[config.mk]
export PLATFORM = sky130hd
export DESIGN_NAME = pidfd_datapath
export DESIGN_NICKNAME = d
export VERILOG_FILES = /design/src/rtl/core/pidfd_pkg.sv /design/src/rtl/core/pidfd_div.sv /design/src/rtl/core/pidfd_datapath.sv
export SDC_FILE = /design/constraint.sdc
export NUM_CORES = 2
export LEC_CHECK = 0
export BUFFER_PORTS_ARGS = -buffer_cell sky130_fd_sc_hd__buf_2
export CORE_MARGIN = 4
export CORE_UTILIZATION = 45
export DETAILED_ROUTE_END_ITERATION = 12
export GPL_TIMING_DRIVEN = 0
export HOLD_SLACK_MARGIN = 0.03
export PLACE_DENSITY_LB_ADDON = 0.3
export SLEW_MARGIN = 5
export SYNTH_ARGS = -nofsm -noshare
export SYNTH_HDL_FRONTEND = slang
export SYNTH_HIERARCHICAL = 1
export SYNTH_SLANG_ARGS = --single-unit
[constraint.sdc]
create_clock -name aclk -period 23.4 [get_ports aclk]
set_input_delay 3.51 -clock aclk [delete_from_list [all_inputs] [get_ports aclk]]
set_output_delay 3.51 -clock aclk [all_outputs]
set_load 0.02 [all_outputs]
[src/rtl/core/pidfd_pkg.sv]
// ----------------------------------------------------------------------------
// pidfd_pkg
// shared widths, register indexes, command codes and the step table for the
// filtered-derivative pid core
// ----------------------------------------------------------------------------
`default_nettype none

package pidfd_pkg;

    // configuration port
    localparam int CFG_IDX_W  = 3;
    localparam int CFG_DATA_W = 24;

    localparam logic [CFG_IDX_W-1:0] REG_PROP_GAIN     = 3'd0;
    localparam logic [CFG_IDX_W-1:0] REG_INTEGRAL_GAIN = 3'd1;
    localparam logic [CFG_IDX_W-1:0] REG_DERIV_GAIN    = 3'd2;
    localparam logic [CFG_IDX_W-1:0] REG_FILTER_TC     = 3'd3;
    localparam logic [CFG_IDX_W-1:0] REG_SAMPLE_PERIOD = 3'd4;
    localparam logic [CFG_IDX_W-1:0] REG_OUTPUT_MIN    = 3'd5;
    localparam logic [CFG_IDX_W-1:0] REG_OUTPUT_MAX    = 3'd6;

    localparam logic [23:0]        SAMPLE_PERIOD_RST = 24'd65;
    localparam logic signed [15:0] OUTPUT_MIN_RST    = 16'sh8000;
    localparam logic signed [15:0] OUTPUT_MAX_RST    = 16'sh7fff;

    // coefficient divider
    localparam int DIV_NUM_W = 42;
    localparam int DIV_DEN_W = 26;
    localparam int DIV_CNT_W = 6;

    // multiplier operand selects
    localparam logic [2:0] MUL_KI_DT   = 3'd0;
    localparam logic [2:0] MUL_KP_E    = 3'd1;
    localparam logic [2:0] MUL_KIDT_LO = 3'd2;
    localparam logic [2:0] MUL_KIDT_HI = 3'd3;
    localparam logic [2:0] MUL_B_LO    = 3'd4;
    localparam logic [2:0] MUL_B_HI    = 3'd5;
    localparam logic [2:0] MUL_DACC_LO = 3'd6;
    localparam logic [2:0] MUL_DACC_HI = 3'd7;

    // accumulator operations
    localparam logic [1:0] ACC_HOLD = 2'd0;
    localparam logic [1:0] ACC_LOAD = 2'd1;
    localparam logic [1:0] ACC_ADD  = 2'd2;

    // result stores
    localparam logic [2:0] ST_NONE  = 3'd0;
    localparam logic [2:0] ST_KIDT  = 3'd1;
    localparam logic [2:0] ST_P     = 3'd2;
    localparam logic [2:0] ST_INT   = 3'd3;
    localparam logic [2:0] ST_DER   = 3'd4;
    localparam logic [2:0] ST_CLAMP = 3'd5;
    localparam logic [2:0] ST_OUT   = 3'd6;

    localparam int                SEQ_STEP_W = 4;
    localparam logic [SEQ_STEP_W-1:0] SEQ_LAST = 4'd11;

    typedef struct packed {
        logic       load_in;
        logic       div_start;
        logic       div_sel_b;
        logic       store_a;
        logic       store_b;
        logic [2:0] mul_sel;
        logic [1:0] acc_op;
        logic       acc_sh24;
        logic [2:0] store_op;
    } pidfd_cmd_t;

    typedef struct packed {
        logic div_done;
        logic coef_stale;
    } pidfd_status_t;

    // step table: a product issued in step k is accumulated in step k+1,
    // stores read the accumulator as it stands at the start of the step
    function automatic pidfd_cmd_t seq_cmd(input logic [SEQ_STEP_W-1:0] step);
        pidfd_cmd_t c;
        c = '0;
        case (step)
            4'd0: begin
                c.mul_sel = MUL_KI_DT;
            end
            4'd1: begin
                c.mul_sel = MUL_KP_E;
                c.acc_op  = ACC_LOAD;
            end
            4'd2: begin
                c.acc_op   = ACC_LOAD;
                c.store_op = ST_KIDT;
            end
            4'd3: begin
                c.mul_sel  = MUL_KIDT_LO;
                c.store_op = ST_P;
            end
            4'd4: begin
                c.mul_sel = MUL_KIDT_HI;
                c.acc_op  = ACC_LOAD;
            end
            4'd5: begin
                c.mul_sel  = MUL_B_LO;
                c.acc_op   = ACC_ADD;
                c.acc_sh24 = 1'b1;
            end
            4'd6: begin
                c.mul_sel  = MUL_B_HI;
                c.acc_op   = ACC_LOAD;
                c.store_op = ST_INT;
            end
            4'd7: begin
                c.mul_sel  = MUL_DACC_LO;
                c.acc_op   = ACC_ADD;
                c.acc_sh24 = 1'b1;
            end
            4'd8: begin
                c.mul_sel = MUL_DACC_HI;
                c.acc_op  = ACC_ADD;
            end
            4'd9: begin
                c.acc_op   = ACC_ADD;
                c.acc_sh24 = 1'b1;
            end
            4'd10: begin
                c.store_op = ST_DER;
            end
            4'd11: begin
                c.store_op = ST_CLAMP;
            end
            default: begin
                c = '0;
            end
        endcase
        return c;
    endfunction

endpackage

`default_nettype wire

[src/rtl/core/pidfd_div.sv]
// ----------------------------------------------------------------------------
// pidfd_div
// restoring divider, one quotient bit per cycle, for the derivative filter
// coefficients
// ----------------------------------------------------------------------------
`default_nettype none

module pidfd_div (
    input  wire                             aclk,
    input  wire                             aresetn,
    input  wire                             start,
    input  wire [pidfd_pkg::DIV_NUM_W-1:0]  num,
    input  wire [pidfd_pkg::DIV_DEN_W-1:0]  den,
    output logic                            done,
    output logic [pidfd_pkg::DIV_NUM_W-1:0] quo
);

    logic                            busy_reg;
    logic                            done_reg;
    logic [pidfd_pkg::DIV_CNT_W-1:0] cnt_reg;
    logic [pidfd_pkg::DIV_DEN_W-1:0] rem_reg;
    logic [pidfd_pkg::DIV_DEN_W-1:0] den_reg;
    logic [pidfd_pkg::DIV_NUM_W-1:0] nq_reg;
    logic [pidfd_pkg::DIV_DEN_W:0]   trial;
    logic [pidfd_pkg::DIV_DEN_W:0]   trial_sub;
    logic                            qbit;

    // shift in the next numerator bit and try the subtraction
    always_comb begin
        trial     = {rem_reg, nq_reg[pidfd_pkg::DIV_NUM_W-1]};
        trial_sub = trial - {1'b0, den_reg};
        qbit      = (trial >= {1'b0, den_reg});
    end

    always_ff @(posedge aclk) begin
        if (!aresetn) begin
            busy_reg <= 1'b0;
            done_reg <= 1'b0;
            cnt_reg  <= '0;
        end else begin
            done_reg <= 1'b0;
            if (busy_reg) begin
                if (cnt_reg == '0) begin
                    busy_reg <= 1'b0;
                    done_reg <= 1'b1;
                end else begin
                    cnt_reg <= cnt_reg - 1'b1;
                end
            end else if (start) begin
                busy_reg <= 1'b1;
                cnt_reg  <= pidfd_pkg::DIV_CNT_W'(pidfd_pkg::DIV_NUM_W - 1);
            end
        end
    end

    always_ff @(posedge aclk) begin
        if (busy_reg) begin
            rem_reg <= qbit ? trial_sub[pidfd_pkg::DIV_DEN_W-1:0]
                            : trial[pidfd_pkg::DIV_DEN_W-1:0];
            nq_reg  <= {nq_reg[pidfd_pkg::DIV_NUM_W-2:0], qbit};
        end else if (start) begin
            rem_reg <= '0;
            den_reg <= den;
            nq_reg  <= num;
        end
    end

    assign done = done_reg;
    assign quo  = nq_reg;

endmodule

`default_nettype wire

[src/rtl/core/pidfd_datapath.sv]
// ----------------------------------------------------------------------------
// pidfd_datapath
// configuration registers, loop state, shared multiplier and accumulator,
// coefficient divider and the clamp and rounding logic
// ----------------------------------------------------------------------------
`default_nettype none

module pidfd_datapath (
    input  wire                              aclk,
    input  wire                              aresetn,
    input  wire                              cfg_we,
    input  wire [pidfd_pkg::CFG_IDX_W-1:0]   cfg_index,
    input  wire [pidfd_pkg::CFG_DATA_W-1:0]  cfg_wdata,
    input  wire signed [15:0]                s_target,
    input  wire signed [15:0]                s_sensed,
    input  pidfd_pkg::pidfd_cmd_t            cmd,
    output pidfd_pkg::pidfd_status_t         status,
    output logic signed [15:0]               m_drive
);

    localparam logic signed [52:0] S48_MAX  = 53'sd140737488355327;
    localparam logic signed [52:0] S48_MIN  = -53'sd140737488355328;
    localparam logic signed [65:0] SUM_HI   = 66'sd4611686018427387904;
    localparam logic signed [65:0] SUM_LO   = -66'sd4611686018427387904;
    localparam logic signed [34:0] DRV_MAX  = 35'sd32767;
    localparam logic signed [34:0] DRV_MIN  = -35'sd32768;

    // configuration
    logic [23:0]        prop_gain_reg;
    logic [23:0]        integral_gain_reg;
    logic [23:0]        deriv_gain_reg;
    logic [23:0]        tau_reg;
    logic [23:0]        period_reg;
    logic signed [15:0] out_min_reg;
    logic signed [15:0] out_max_reg;
    logic               stale_reg;

    // item and loop state
    logic signed [15:0] target_reg;
    logic signed [15:0] sensed_reg;
    logic signed [16:0] last_error_reg;
    logic signed [15:0] last_sensed_reg;
    logic signed [47:0] integ_reg;
    logic signed [47:0] deriv_reg;

    // intermediates
    logic signed [16:0]                 a_reg;
    logic [pidfd_pkg::DIV_NUM_W-1:0]    b_reg;
    logic [32:0]                        kidt_reg;
    logic signed [40:0]                 p_reg;
    logic signed [49:0]                 prod_reg;
    logic signed [65:0]                 acc_reg;
    logic signed [15:0]                 drive_reg;

    logic signed [16:0] err;
    logic signed [16:0] dm;
    logic signed [17:0] esum;
    logic [23:0]        dt_eff;
    logic [24:0]        tau2;
    logic [pidfd_pkg::DIV_DEN_W-1:0] den;
    logic signed [26:0] diff_a;
    logic               a_neg;
    logic [26:0]        mag_a;
    logic [pidfd_pkg::DIV_NUM_W-1:0] num_a;
    logic [pidfd_pkg::DIV_NUM_W-1:0] num_b;
    logic [pidfd_pkg::DIV_NUM_W-1:0] div_num;
    logic [pidfd_pkg::DIV_NUM_W-1:0] div_quo;
    logic               div_done;
    logic [15:0]        a_mag;
    logic signed [16:0] a_new;

    logic signed [24:0] mul_x;
    logic signed [24:0] mul_y;
    logic signed [65:0] prod_ext;
    logic signed [65:0] prod_sh;

    logic [48:0]        kidt_sum;
    logic signed [50:0] isum;
    logic signed [51:0] isum_p1;
    logic signed [50:0] inc;
    logic signed [52:0] int_sum;
    logic signed [47:0] int_new;

    logic signed [63:0] dclamp;
    logic signed [64:0] dsum;
    logic signed [47:0] dround;
    logic signed [47:0] deriv_new;

    logic signed [41:0] hi_q42;
    logic signed [41:0] lo_q42;
    logic signed [41:0] p42;
    logic signed [41:0] lim_hi;
    logic signed [41:0] lim_lo;
    logic signed [47:0] lim_hi48;
    logic signed [47:0] lim_lo48;
    logic signed [47:0] int_clamped;

    logic signed [49:0] total;
    logic signed [49:0] hi_q50;
    logic signed [49:0] lo_q50;
    logic signed [49:0] total_cl;
    logic signed [50:0] rsum;
    logic signed [34:0] rval;
    logic signed [15:0] drive_new;

    // configuration writes
    always_ff @(posedge aclk) begin
        if (!aresetn) begin
            prop_gain_reg     <= '0;
            integral_gain_reg <= '0;
            deriv_gain_reg    <= '0;
            tau_reg           <= '0;
            period_reg        <= pidfd_pkg::SAMPLE_PERIOD_RST;
            out_min_reg       <= pidfd_pkg::OUTPUT_MIN_RST;
            out_max_reg       <= pidfd_pkg::OUTPUT_MAX_RST;
        end else if (cfg_we) begin
            case (cfg_index)
                pidfd_pkg::REG_PROP_GAIN:     prop_gain_reg     <= cfg_wdata;
                pidfd_pkg::REG_INTEGRAL_GAIN: integral_gain_reg <= cfg_wdata;
                pidfd_pkg::REG_DERIV_GAIN:    deriv_gain_reg    <= cfg_wdata;
                pidfd_pkg::REG_FILTER_TC:     tau_reg           <= cfg_wdata;
                pidfd_pkg::REG_SAMPLE_PERIOD: period_reg        <= cfg_wdata;
                pidfd_pkg::REG_OUTPUT_MIN:    out_min_reg       <= $signed(cfg_wdata[15:0]);
                pidfd_pkg::REG_OUTPUT_MAX:    out_max_reg       <= $signed(cfg_wdata[15:0]);
                default: begin
                end
            endcase
        end
    end

    // filter coefficients need recomputing after kd, tau or dt change
    always_ff @(posedge aclk) begin
        if (!aresetn) begin
            stale_reg <= 1'b1;
        end else if (cfg_we && (cfg_index == pidfd_pkg::REG_DERIV_GAIN ||
                                cfg_index == pidfd_pkg::REG_FILTER_TC ||
                                cfg_index == pidfd_pkg::REG_SAMPLE_PERIOD)) begin
            stale_reg <= 1'b1;
        end else if (cmd.store_b) begin
            stale_reg <= 1'b0;
        end
    end

    // item quantities and coefficient operands
    always_comb begin
        err    = $signed({target_reg[15], target_reg}) - $signed({sensed_reg[15], sensed_reg});
        dm     = $signed({sensed_reg[15], sensed_reg})
               - $signed({last_sensed_reg[15], last_sensed_reg});
        esum   = $signed({err[16], err}) + $signed({last_error_reg[16], last_error_reg});
        dt_eff = (period_reg == '0) ? 24'd1 : period_reg;
        tau2   = {tau_reg, 1'b0};
        den    = {1'b0, tau2} + {2'b0, dt_eff};
        diff_a = $signed({2'b0, tau2}) - $signed({3'b0, dt_eff});
        a_neg  = diff_a[26];
        mag_a  = a_neg ? 27'(-diff_a) : diff_a;
        num_a  = {mag_a[25:0], 16'b0} + {17'b0, den[25:1]};
        num_b  = {1'b0, deriv_gain_reg, 17'b0} + {17'b0, den[25:1]};
        div_num = cmd.div_sel_b ? num_b : num_a;
        // a is held within unity
        a_mag  = (div_quo > 42'd65535) ? 16'hffff : div_quo[15:0];
        a_new  = a_neg ? -$signed({1'b0, a_mag}) : $signed({1'b0, a_mag});
    end

    pidfd_div u_div (
        .aclk    (aclk),
        .aresetn (aresetn),
        .start   (cmd.div_start),
        .num     (div_num),
        .den     (den),
        .done    (div_done),
        .quo     (div_quo)
    );

    // operand select for the shared multiplier, wide values go in 24-bit limbs
    always_comb begin
        case (cmd.mul_sel)
            pidfd_pkg::MUL_KI_DT: begin
                mul_x = $signed({1'b0, integral_gain_reg});
                mul_y = $signed({1'b0, dt_eff});
            end
            pidfd_pkg::MUL_KP_E: begin
                mul_x = $signed({1'b0, prop_gain_reg});
                mul_y = $signed({{8{err[16]}}, err});
            end
            pidfd_pkg::MUL_KIDT_LO: begin
                mul_x = $signed({1'b0, kidt_reg[23:0]});
                mul_y = $signed({{7{esum[17]}}, esum});
            end
            pidfd_pkg::MUL_KIDT_HI: begin
                mul_x = $signed({16'b0, kidt_reg[32:24]});
                mul_y = $signed({{7{esum[17]}}, esum});
            end
            pidfd_pkg::MUL_B_LO: begin
                mul_x = $signed({1'b0, b_reg[23:0]});
                mul_y = $signed({{8{dm[16]}}, dm});
            end
            pidfd_pkg::MUL_B_HI: begin
                mul_x = $signed({7'b0, b_reg[41:24]});
                mul_y = $signed({{8{dm[16]}}, dm});
            end
            pidfd_pkg::MUL_DACC_LO: begin
                mul_x = $signed({1'b0, deriv_reg[23:0]});
                mul_y = $signed({{8{a_reg[16]}}, a_reg});
            end
            pidfd_pkg::MUL_DACC_HI: begin
                mul_x = $signed({deriv_reg[47], deriv_reg[47:24]});
                mul_y = $signed({{8{a_reg[16]}}, a_reg});
            end
            default: begin
                mul_x = '0;
                mul_y = '0;
            end
        endcase
        prod_ext = $signed({{16{prod_reg[49]}}, prod_reg});
        prod_sh  = cmd.acc_sh24 ? $signed({prod_ext[41:0], 24'b0}) : prod_ext;
    end

    // integrator and kidt
    always_comb begin
        kidt_sum = {1'b0, acc_reg[47:0]} + 49'd32768;
        isum     = $signed(acc_reg[50:0]);
        isum_p1  = $signed({isum[50], isum}) + 52'sd1;
        inc      = $signed(isum_p1[51:1]);
        int_sum  = $signed({{5{integ_reg[47]}}, integ_reg}) + $signed({{2{inc[50]}}, inc});
        if (int_sum > S48_MAX) begin
            int_new = S48_MAX[47:0];
        end else if (int_sum < S48_MIN) begin
            int_new = S48_MIN[47:0];
        end else begin
            int_new = int_sum[47:0];
        end
    end

    // derivative: saturate the sum, round off 16 bits, negate
    always_comb begin
        if (acc_reg > SUM_HI) begin
            dclamp = SUM_HI[63:0];
        end else if (acc_reg < SUM_LO) begin
            dclamp = SUM_LO[63:0];
        end else begin
            dclamp = acc_reg[63:0];
        end
        dsum      = $signed({dclamp[63], dclamp}) + 65'sd32768;
        dround    = $signed(dsum[63:16]);
        deriv_new = 48'sd0 - dround;
    end

    // integrator room beside the proportional term
    always_comb begin
        hi_q42   = $signed({{10{out_max_reg[15]}}, out_max_reg, 16'b0});
        lo_q42   = $signed({{10{out_min_reg[15]}}, out_min_reg, 16'b0});
        p42      = $signed({p_reg[40], p_reg});
        lim_hi   = (hi_q42 > p42) ? hi_q42 - p42 : 42'sd0;
        lim_lo   = (lo_q42 < p42) ? lo_q42 - p42 : 42'sd0;
        lim_hi48 = $signed({{6{lim_hi[41]}}, lim_hi});
        lim_lo48 = $signed({{6{lim_lo[41]}}, lim_lo});
        if (integ_reg > lim_hi48) begin
            int_clamped = lim_hi48;
        end else if (integ_reg < lim_lo48) begin
            int_clamped = lim_lo48;
        end else begin
            int_clamped = integ_reg;
        end
    end

    // output sum, clamp, round, saturate
    always_comb begin
        total  = $signed({{9{p_reg[40]}}, p_reg})
               + $signed({{2{integ_reg[47]}}, integ_reg})
               + $signed({{2{deriv_reg[47]}}, deriv_reg});
        hi_q50 = $signed({{18{out_max_reg[15]}}, out_max_reg, 16'b0});
        lo_q50 = $signed({{18{out_min_reg[15]}}, out_min_reg, 16'b0});
        if (total > hi_q50) begin
            total_cl = hi_q50;
        end else if (total < lo_q50) begin
            total_cl = lo_q50;
        end else begin
            total_cl = total;
        end
        rsum = $signed({total_cl[49], total_cl}) + 51'sd32768;
        rval = $signed(rsum[50:16]);
        if (rval > DRV_MAX) begin
            drive_new = DRV_MAX[15:0];
        end else if (rval < DRV_MIN) begin
            drive_new = DRV_MIN[15:0];
        end else begin
            drive_new = rval[15:0];
        end
    end

    // loop state
    always_ff @(posedge aclk) begin
        if (!aresetn) begin
            integ_reg       <= '0;
            deriv_reg       <= '0;
            last_error_reg  <= '0;
            last_sensed_reg <= '0;
        end else begin
            case (cmd.store_op)
                pidfd_pkg::ST_INT:   integ_reg <= int_new;
                pidfd_pkg::ST_DER:   deriv_reg <= deriv_new;
                pidfd_pkg::ST_CLAMP: integ_reg <= int_clamped;
                pidfd_pkg::ST_OUT: begin
                    last_error_reg  <= err;
                    last_sensed_reg <= sensed_reg;
                end
                default: begin
                end
            endcase
        end
    end

    // payload and intermediate registers
    always_ff @(posedge aclk) begin
        if (cmd.load_in) begin
            target_reg <= s_target;
            sensed_reg <= s_sensed;
        end
        if (cmd.store_a) begin
            a_reg <= a_new;
        end
        if (cmd.store_b) begin
            b_reg <= div_quo;
        end
        prod_reg <= mul_x * mul_y;
        case (cmd.acc_op)
            pidfd_pkg::ACC_LOAD: acc_reg <= prod_sh;
            pidfd_pkg::ACC_ADD:  acc_reg <= acc_reg + prod_sh;
            default: begin
            end
        endcase
        case (cmd.store_op)
            pidfd_pkg::ST_KIDT: kidt_reg  <= kidt_sum[48:16];
            pidfd_pkg::ST_P:    p_reg     <= $signed(acc_reg[40:0]);
            pidfd_pkg::ST_OUT:  drive_reg <= drive_new;
            default: begin
            end
        endcase
    end

    assign status.div_done   = div_done;
    assign status.coef_stale = stale_reg;
    assign m_drive           = drive_reg;

endmodule

`default_nettype wire

# ---- After elaboration in Yosys (flattened, before gate mapping)
# Cells that the tools add are included.
dict set report totals {
  reg_bits 681
  out_inout_bits 18
  in_bits 76
}
dict set report op_classes {
  bitwise_logic 2
  magnitude_cmp 14
  mul 1
  n_addsub 22
  eq_ne 23
  mux 33
  reduce_logical 25
}
# operator count
set op_table {}
lappend op_table {{$mux 42} 5}
lappend op_table {{$pmux 25 s8} 1}
lappend op_table {{$mux 48} 4}
lappend op_table {{$pmux 66 s2} 1}
lappend op_table {{$mux 64} 2}
lappend op_table {{$pmux 25 s5} 1}
lappend op_table {{$mux 26} 4}
lappend op_table {{$mux 50} 2}
lappend op_table {{$pmux 48 s2} 1}
lappend op_table {{$sub 32x41->42} 2}
lappend op_table {{$add 66x66->66} 1}
lappend op_table {{$gt 66x64->1 const B} 1}
lappend op_table {{$lt 66x63->1 const B} 1}
lappend op_table {{$mux 66} 1}
lappend op_table {{$add 64x17->64 const B} 1}
lappend op_table {{$add 48x51->52} 1}
lappend op_table {{$add 51x2->52 const B} 1}
lappend op_table {{$gt 52x48->1 const B} 1}
lappend op_table {{$lt 52x48->1 const B} 1}
lappend op_table {{$add 50x17->51 const B} 1}
lappend op_table {{$add 49x48->50} 1}
lappend op_table {{$gt 50x32->1} 1}
lappend op_table {{$lt 50x32->1} 1}
lappend op_table {{$mul 25x25->50} 1}
lappend op_table {{other kinds (41)} 83}

# ---- Logic depth before layout (Yosys ltp)
dict set report depth {
  word_depth 9
  depth_mapped 56
  mapped_depth_nobuf 55
}

# ---- Modules after synthesis
# Netlist, hierarchy kept.
# mod n_inst area_per_inst_um2 cells_per_inst
set modules_own_cells {}
lappend modules_own_cells {pidfd_datapath 1 73335.3 8688}
lappend modules_own_cells {pidfd_div 1 5676.7 489}

# ---- Worst setup path after synthesis
# OpenSTA, ideal clock, no wires.
dict set report synth_timing {
  path_type {input to register}
  startpoint {input port cmd[6] (netlist bit)}
  endpoint {register prod_reg[48]}
  arrival_time_ns 12.830
  slack_ns 10.498
  t_required_ns 23.328
  path_buffers 5
  path_stages 37
  path_cell_list {clkbuf_1 clkbuf_1 clkbuf_1 clkbuf_1 nand3_1 o2111a_1 nor2_1 clkbuf_1 nand2_1 fa_1 inv_1 fa_1 fa_1 inv_1 fa_1 fa_1 inv_1 fa_1 fa_1 ha_1 and4_1 and2_1 a31oi_1 o21ai_0 a41oi_1 o21ai_0 a31oi_1 a21oi_1 a21oi_1 a31oi_1 and2_1 o21a_1 o21ai_0 a21oi_1 nor2b_1 a211oi_1 xnor2_1}
}
dict set report synth_between {
  elab_chain_cells 4
  word_cells_on_any_way 14
}
# item line
set synth_lines {}
lappend synth_lines {{start, declared} pidfd_datapath.sv:16} ;# input pidfd_pkg::pidfd_cmd_t cmd,
lappend synth_lines {{$eq 3x3->1 or $eq 3x2->1 (tied branches)} pidfd_datapath.sv:176} ;# case (cmd.mul_sel)
lappend synth_lines {{$reduce_or 2->1 (no source line)} n/a}
lappend synth_lines {{$pmux 25 s5} pidfd_datapath.sv:176}
lappend synth_lines {{$mul 25x25->50 (*)} pidfd_datapath.sv:325} ;# prod_reg <= mul_x * mul_y;
lappend synth_lines {{end signal, assigned} pidfd_datapath.sv:325}
lappend synth_lines {{end, declared} pidfd_datapath.sv:51} ;# logic signed [49:0] prod_reg;
# Mark *: on every way between the ends. The rest lies on a longest branch, timed or not.
# A chain may end at the register's enable or synchronous reset.

# ---- Worst setup path in the final report
# Same ends and word-level chain as after synthesis.

==> flow_metrics.py <==
metrics = {
    "status": {
        "outcome": "complete, but fails checks",
        "violations": "capacitance limit, slew limit",
    },
    "synthesis": {
        "synth_edf_count": 341,
        "ys_async_sr_fraction_pct": 0,
        "synth_flop_cell": "edfxtp_1",
        "synth_cell_types": 137,
        "synth_nets": 10640,
        "seq_area_frac_synth_pct": 21.57,
        "yosys_warnings": 6,
        "avgSynthCellArea_sq_um": 8.610,
        "synth-seq-cells": 681,
        "syn_area_sq_mm": 0.07901,
        "syn_inst": 9177,
    },
    "timing": {
        "final.setup.worst_slack_ps": 7586,
        "min_period_ps": 15810,
        "tightest_slew_ps": 1524,
        "finalSetupViolCount": 0,
        "slew_headroom_pct": -2.273,
        "timing.final.crit_share_pct": 67.58,
        "fin_setup_tns_ps": 0,
        "fmax_ghz": 0.06323,
        "fin_skew_ps": 70.36,
        "finalHoldViolations": 0,
        "timing.final.max_slew_violations": 10,
        "rsz0062_at_grt": "false",
    },
    "placed_design": {
        "hpwl_mm": 253.5,
        "place.gp.congestion": 1.056,
        "placed_cells": 11610,
        "io_buffers": 87,
        "dpl-instance-area_sq_mm": 0.08262,
        "pre_cts_slack_ps": 7260,
    },
    "setup_path": {
        "critical-path-max-stage-delay_ps": 870,
        "path_common_cell": "fa_1",
        "r2r-start": "sensed_reg[1]",
        "cpMaxStageDelayCell": "clkbuf_1",
        "worstReg2RegEnd": "prod_reg[48]",
        "r2r_cells": 52,
        "end_kind": "register",
        "startpoint_type": "input pin",
        "cp.required_ps": 24040,
        "worstSetupPathType": "input pin to register",
        "ff2ff_setup_slack_ps": 8660,
        "cp_max_fo": 10,
        "critical_path_arrival_ps": 16450,
    },
    "global_route": {
        "top_usage_layer": "met2",
        "grt_pass1_wl_mm": 447.2,
        "grt_usage_pct": 33.12,
        "grt_pass1_vias": 68550,
        "grtUsageMet3_pct": 5.239,
        "grt_overflow": 0,
        "met1_usage_pct": 43.42,
        "grt_use_met2_pct": 52.08,
        "antenna_found_initial": 16,
        "grt_max_degree": 56,
    },
    "drt": {
        "dr.pass1.iters": 8,
        "drc_errors": 0,
        "viasPerCell": 5.984,
        "via_count": 70440,
        "antenna_left": 0,
        "wl_per_cell_um": 26.12,
        "first_iter_violations": 7547,
        "finalWirelength_mm": 307.5,
    },
    "clock_tree": {
        "ctsResizeCount": 0,
        "postCtsHoldBufs": 0,
        "numCtsBuffers": 82,
        "clk_pin_slew_ps": 60,
        "cts_tree": "done",
        "cts_buffer_depth": 3,
        "cts_sinks": 681,
        "cts_max_level": 3,
        "cts_setup_buffers": 0,
        "clock_latency_ps": 740,
        "cts-root-buf": "clkbuf_16",
    },
    "cells_and_area": {
        "multi_input_area_sq_mm": 0.05664,
        "finish.net_count": 10830,
        "syn_to_final_growth_pct": 8.165,
        "instances_no_fill": 11770,
        "layout-drive-gt1-share_pct": 5.425,
        "regArea_sq_mm": 0.01705,
        "largest_reg_flops": 66,
        "fin_area_sq_mm": 0.08546,
        "fillers": 16880,
    },
    "worst_hold_path": {
        "hold_class": "register to register",
        "worst_hold_startpoint": "last_sensed_reg[6]",
        "worstHoldEndpoint": "last_sensed_reg[6]",
        "hold_depth": 2,
    },
    "die": {
        "die-area_sq_mm": 0.1824,
        "dieWidth_um": 427.0,
        "start_util_pct": 45.36,
        "coreArea_sq_mm": 0.1742,
        "ios": 94,
        "rows": 153,
        "die-height_um": 427.0,
    },
    "run": {
        "maxCapViolCount": 1,
    },
}
==> how the worst max path moves through the flow <==
stage                   endpoint  slack, ps  startpoint
global route        prod_reg[48]       7210      cmd[6]
global placement    prod_reg[48]       7380      cmd[6]
floorplan           prod_reg[48]      10500      cmd[6]
detailed placement  prod_reg[48]       7260      cmd[6]
CTS                 prod_reg[48]       7990      cmd[6]
finish              prod_reg[48]       7590      cmd[6]
==> through the flow <==
step	hold slack [ps]	util, %
4_1_cts	463.8	49.04
5_1_grt	483.4	49.06
3_3_place_gp	447.4	47.28
3_5_place_dp	455.7	47.43
2_1_floorplan	434.7	-
6_report	464.0	49.06
==> cells in the final DEF (no fill, tap or decap), drive strengths merged, types with 41 or more instances in the layout <==
cell	n
and3	74
xor2	187
mux2	100
nor4	58
a21oi	497
nand4	106
nor2	653
a21boi	216
nand3	149
o21a	73
or3	41
dfxtp	340
edfxtp	341
a21o	189
clkbuf	482
nor2b	108
o211ai	53
fa	718
a31oi	75
xnor2	370
nor3	143
nand2	1301
a221oi	54
nand2b	110
inv	995
ha	668
o21ai	437
buf	145
mux2i	73
o21bai	55
and2	118
==> cells by family after synthesis <==
group / count (synthesis) / synth area share (%)
adder cells (fa/ha/maj): 1386 / 28.77
multiplexers: 186 / 2.746
XOR/XNOR: 557 / 6.193
AND/OR/NAND/NOR: 2990 / 17.42
AO/OA/AOI/OAI: 1978 / 16.48
flip-flops: 681 / 21.57
buffers and inverters: 1399 / 6.817
==> final cells by class <==
class                   instances  share of cell area, %
well taps                    2325                  3.404
repair buffers                107                 0.7540
clock inverters                41                 0.5036
diodes                          8                0.02342
multi-input cells            7097                  66.27
plain buffers                 407                  1.947
flip-flops and latches        681                  19.95
inverters                     992                  4.360
clock buffers                 113                  2.792
==> routing by layer <==
| metal | vias to the layer above | wire, um |
|---|---|---|
| met5 | - | 13 |
| met4 | 2 | 21080 |
| met3 | 755 | 26280 |
| met2 | 3377 | 137500 |
| met1 | 34670 | 122600 |
| li1 | 31640 | - |
==> worst max-delay path, delay by kind of cell <==
kind,cells,cell delay [ps]
simple gates,7,1980
compound gates,13,2860
buf+inv,8,3760
xor+xnor,1,170
fa+ha+maj,8,4120
==> Yosys cell counts, types with 16 or more instances <==
master	n	share of area, %
a21o_1	186	1.8
mux2_2	98	1.4
nor2b_1	108	0.86
inv_1	988	4.7
or2_2	26	0.21
xor2_1	187	2.1
ha_1	668	11
and3_1	71	0.56
nor3_1	141	0.89
o31ai_1	32	0.30
nor2_1	649	3.1
o21bai_1	55	0.52
a2111oi_0	19	0.21
nand2b_1	110	0.87
a21boi_0	214	2.0
a21oi_1	494	3.1
a31o_2	19	0.21
o21a_1	73	0.69
a211oi_1	35	0.33
o21ai_1	52	0.33
o211ai_1	52	0.49
nand4_1	105	0.83
o311ai_0	19	0.21
xnor2_1	368	4.1
edfxtp_1	341	13
a221oi_1	54	0.60
fa_1	718	18
mux2i_1	72	0.91
buf_1	18	0.086
or3_1	38	0.30
dfxtp_1	340	8.6
o22ai_1	23	0.18
a211o_1	19	0.21
a31oi_1	75	0.59
nor3b_1	16	0.15
nand3_1	149	0.94
o21ai_0	381	2.4
nor4_1	57	0.45
nand2_1	1301	6.2
clkbuf_1	362	1.7
and2_1	115	0.91
Power is left out: the tool's default activity adds up to more than one toggle a clock period on the data nets, which glitch-free logic cannot reach.
